`config.mk`:
```
export PLATFORM = sky130hd
export DESIGN_NAME = cau_div_step
export DESIGN_NICKNAME = d
export VERILOG_FILES = /design/src/cau_pkg.sv /design/src/cau_div_step.sv
export SDC_FILE = /design/constraint.sdc
export NUM_CORES = 1
export LEC_CHECK = 0
export ABC_AREA = 1
export BUFFER_PORTS_ARGS = -buffer_cell sky130_fd_sc_hd__buf_2
export CORE_AREA = 2 2 252 254
export CTS_BUF_LIST = sky130_fd_sc_hd__clkbuf_4
export DETAILED_ROUTE_END_ITERATION = 8
export DIE_AREA = 0 0 254 256
export PLACE_DENSITY = 0.73
export SLEW_MARGIN = 5
export SYNTH_ARGS = -nofsm -noshare
export SYNTH_HDL_FRONTEND = slang
export SYNTH_SLANG_ARGS = --single-unit
```
`constraint.sdc`:
```
create_clock -name clock -period 2.2 [get_ports clock]
set_input_delay 0.44 -clock clock [delete_from_list [all_inputs] [get_ports clock]]
set_output_delay 0.44 -clock clock [all_outputs]
set_load 0.1 [all_outputs]
```
`src/cau_pkg.sv`:
```
package cau_pkg;

   localparam int CAU_DATA_WIDTH = 32;
   localparam int CAU_FRAC_BITS  = 16;
   localparam int FUNC_W         = 3;
   localparam int THR_W          = 16;
   localparam logic [THR_W-1:0] THR_RESET = 16'd1;

   typedef enum logic [FUNC_W-1:0] {
      FN_ADD  = 3'd0,
      FN_SUB  = 3'd1,
      FN_MUL  = 3'd2,
      FN_DIV  = 3'd3,
      FN_CONJ = 3'd4,
      FN_NEG  = 3'd5,
      FN_CMP  = 3'd6
   } func_type;

   localparam logic CSR_ADDR_THR = 1'b0;

endpackage

```
`src/cau_div_step.sv`:
```
module cau_div_step
   import cau_pkg::*;
#(
   parameter int CW = 98,
   parameter int DENW = 64,
   parameter int QW = 34,
   parameter int SH = 33
) (
   input  logic            clock,
   input  logic            en,
   input  logic [CW-1:0]   rem_re_in,
   input  logic [CW-1:0]   rem_im_in,
   input  logic [DENW-1:0] den_in,
   input  logic [QW-1:0]   q_re_in,
   input  logic [QW-1:0]   q_im_in,
   output logic [CW-1:0]   rem_re_out,
   output logic [CW-1:0]   rem_im_out,
   output logic [DENW-1:0] den_out,
   output logic [QW-1:0]   q_re_out,
   output logic [QW-1:0]   q_im_out
);

   logic [CW-1:0]   dsh;
   logic            ge_re, ge_im;
   logic [CW-1:0]   rem_re_in_n, rem_im_in_n;
   logic [QW-1:0]   q_re_in_n, q_im_in_n;
   logic [CW-1:0]   rem_re_ff, rem_im_ff;
   logic [DENW-1:0] den_ff;
   logic [QW-1:0]   q_re_ff, q_im_ff;

   always_comb begin
      dsh   = CW'(den_in) << SH;
      ge_re = rem_re_in >= dsh;
      ge_im = rem_im_in >= dsh;
      rem_re_in_n = ge_re ? rem_re_in - dsh : rem_re_in;
      rem_im_in_n = ge_im ? rem_im_in - dsh : rem_im_in;
      q_re_in_n = q_re_in;
      q_im_in_n = q_im_in;
      q_re_in_n[SH] = ge_re;
      q_im_in_n[SH] = ge_im;
   end

   always_ff @(posedge clock) begin
      if (en) begin
         rem_re_ff <= rem_re_in_n;
         rem_im_ff <= rem_im_in_n;
         den_ff    <= den_in;
         q_re_ff   <= q_re_in_n;
         q_im_ff   <= q_im_in_n;
      end
   end

   assign rem_re_out = rem_re_ff;
   assign rem_im_out = rem_im_ff;
   assign den_out    = den_ff;
   assign q_re_out   = q_re_ff;
   assign q_im_out   = q_im_ff;

endmodule

```
==> flow_metrics.tcl <==
set metrics [dict create \
    p_leak_uw 0.0219 \
    yosys.area.top_type "edfxtp_1" \
    grt_max_degree 65 \
    cp.required_ns 2.81 \
    max_cap_viol_count 0 \
    p_total_uw 26300 \
    synth.top_cells.by_count "nand2_1, inv_1, edfxtp_1, nand3_1, nor2_1" \
    syn_inst 3585 \
    initial_core_util_pct 39.2 \
    cpMaxStageDelayCell "dlygate4sd3_1" \
    antenna_left 0 \
    clkSinkCount 328 \
    status "complete, but fails checks" \
    n_fill_cell 5600 \
    first_iter_violations 2141 \
    dp_hpwl_um 89800 \
    final_nets 5703 \
    yosysWarnings 0 \
    grt_pass1_wl_um 165000 \
    hp-class "input port to flip-flop" \
    synth.area.top_cells "edfxtp_1, nand2_1, inv_1, ha_1, nand3_1" \
    clock.fmax_mhz 449 \
    cts_buffers 89 \
    hold_viol 0 \
    violations "setup timing" \
    cts_tree "built" \
    wl_per_cell_um 18.9 \
    holdPathEnd "rem_im_out[67]" \
    seq_area_frac_synth_pct 40.3 \
    die_h_um 256 \
    synth.most_common_cell "nand2_1" \
    async_flop_share_pct 0 \
    slew_violations 0 \
    dieArea_um2 65000 \
    synth_flop_cell "edfxtp_1" \
    powerDensity_nw_per_um2 669 \
    post_drt_via_cell_ratio 4.77 \
    die_x_um 254 \
    path_clk_slew_ns 0.06 \
    syn-num-nets 4045 \
    grt_pass1_vias 28700 \
    grt_usage_pct 33.9 \
    cp.arrival_ns 2.84 \
    post-route-drc-count 0 \
    overflow 0 \
    synth_edf_count 328 \
    setup_violations 10 \
    cp-start-kind "input port" \
    period_share_pct 101 \
    syn_to_final_growth_pct 61.0 \
    worstHoldPathCells 4 \
    synth-seq-cells 328 \
    antenna_found_initial 22 \
    root_buffer "clkbuf_4" \
    final-seq-area_um2 9850 \
    gp_congestion 1.01 \
    end_kind "flip-flop" \
    worstPathCellList "dlygate4sd3_1, buf_2, ha_4, nand2_2, inv_1, nand2_1, nand2_1, nand3b_4, nand2_4, nand2_4, nand2_4, nand2_4, nand2_8, nand2_8, buf_12, nand2_1, nand2_1" \
    ir_drop_uv 694 \
    fin_setup_tns_ns -0.144 \
    synth_top_area_share_pct 40.3 \
    crit_type "input port to flip-flop" \
    syn_area_um2 24400 \
    core_um2 62400 \
    worst_pin_slew_ns 0.624 \
    clock_path_buffers 3 \
    path_max_fanout 8 \
    slew_headroom_pct 58.4 \
    critPathMaxStageDelay_ns 0.57 \
    avgSynthCellArea_um2 6.82 \
    hold_start "rem_im_in[67]" \
    dpl.cell_count 5682 \
    multiInputGateArea_um2 12500 \
    period_needed_ns 2.23 \
    fin_ws_ns -0.0274 \
    ios 658 \
    firstDrtPassIters 6 \
    cts-htree-levels 3 \
    drive_above_1_share_pct 31.1 \
    port_buffers 655 \
    fp-row-count 92 \
    drt_wl_total_um 116000 \
    fin_cells 6166 \
    vias 29400 \
    synthDistinctLibCells 31 \
]
==> stage by stage <==
step	setup WS (ns)	util, %	hold WS (ns)	instance area, µm²
5_1_grt	-0.0587	63.1	0.0479	39300
3_5_place_dp	-0.725	55.0	0.618	34300
2_1_floorplan	-0.0452	-	0.539	25100
4_1_cts	0.0000168	61.9	0.00841	38600
6_report	-0.0274	63.1	0.0493	39300
3_3_place_gp	-0.700	55.0	0.617	34300
==> worst max-delay path, delay by kind of cell <==
family / cells / cell delay [ns]
buffers and inverters: 4 / 0.95
AND/OR/NAND/NOR: 12 / 1.17
adder cells (fa/ha/maj): 1 / 0.25
==> timing repair <==
item | in CTS | in global routing
gates cloned | 0 | 11
hold buffers | 312 | 0
gates resized for setup | 22 | 129
pin swaps | 0 | 21
setup buffers | 0 | 4
setup endpoints to repair | 22 | 137
hold endpoints to repair | 316 | 0
==> cell type report <==
| cell class | instances | share of cell area, % |
|---|---|---|
| Timing Repair Buffer | 1611 | 30.3 |
| Multi-Input combinational cell | 2453 | 31.7 |
| Tap cell | 846 | 2.69 |
| Clock buffer | 121 | 2.31 |
| Antenna cell | 14 | 0.0890 |
| Clock inverter | 33 | 0.579 |
| Sequential cell | 328 | 25.0 |
| Inverter | 760 | 7.25 |
==> placed cells by master, fill, tap and decap left out, types with 3 or more instances in the layout <==
cell type       instances
a21oi_1                82
o21ai_0                 8
clkbuf_16               7
and2_1                 11
nor2_4                 10
nand3b_1                4
buf_12                 32
nand3_1               239
nor3_1                 12
buf_6                   5
inv_6                   3
nor2_1                193
buf_2                 613
diode_2                14
nand4_1                12
nor2_2                 47
buf_4                 633
nor3_2                  4
nand2_2                61
a21oi_2                10
xor2_1                 60
nand2_1              1520
dlymetal6s4s_1          9
ha_4                   48
nor4_2                  3
clkinv_1               20
clkbuf_4              128
nor4_1                 17
inv_1                 752
ha_1                   80
clkinv_2                4
nand2_4                 6
inv_2                   8
edfxtp_1              328
nand3_2                 8
dlygate4sd3_1         303
==> worst max-delay path by stage <==
stage                    from              to  depth (start not counted)
5_1_grt         rem_im_in[40]  rem_im_out[54]                         15
4_1_cts        rem_im_out[60]  rem_im_out[60]                          1
6_report        rem_im_in[40]  rem_im_out[64]                         17
3_5_place_dp       den_in[20]  rem_im_out[50]                         17
3_3_place_gp       den_in[58]  rem_im_out[67]                         14
2_1_floorplan      den_in[21]  rem_im_out[91]                         15
==> where the power goes <==
part	internal, µW	switching (µW)
clock network	2830	2970
logic	3560	9060
registers	7710	208
total	14100	12200
==> per-layer routing <==
layer | track usage (%) | wire length [µm] | vias up
li1 | - | - | 14400
met1 | 40.0 | 45800 | 13500
met2 | 59.0 | 56100 | 1214
met3 | 6.87 | 8970 | 310
met4 | 14.9 | 5390 | 12
met5 | 0 | 83 | -
==> state kept, by name, indices dropped and copies added (netlist names) <==
signal	count
den_out	64
q_re_out	34
rem_re_out	98
q_im_out	34
rem_im_out	98
==> logic make-up after synthesis <==
kind of cell    Yosys count  synth area share, %
compound gates          105                 2.19
xor+xnor                 62                 2.22
fa+ha+maj               130                 6.72
buf+inv                 804                 13.0
flops                   328                 40.3
simple gates           2156                 35.6
Power figures use the tool's default switching activity.
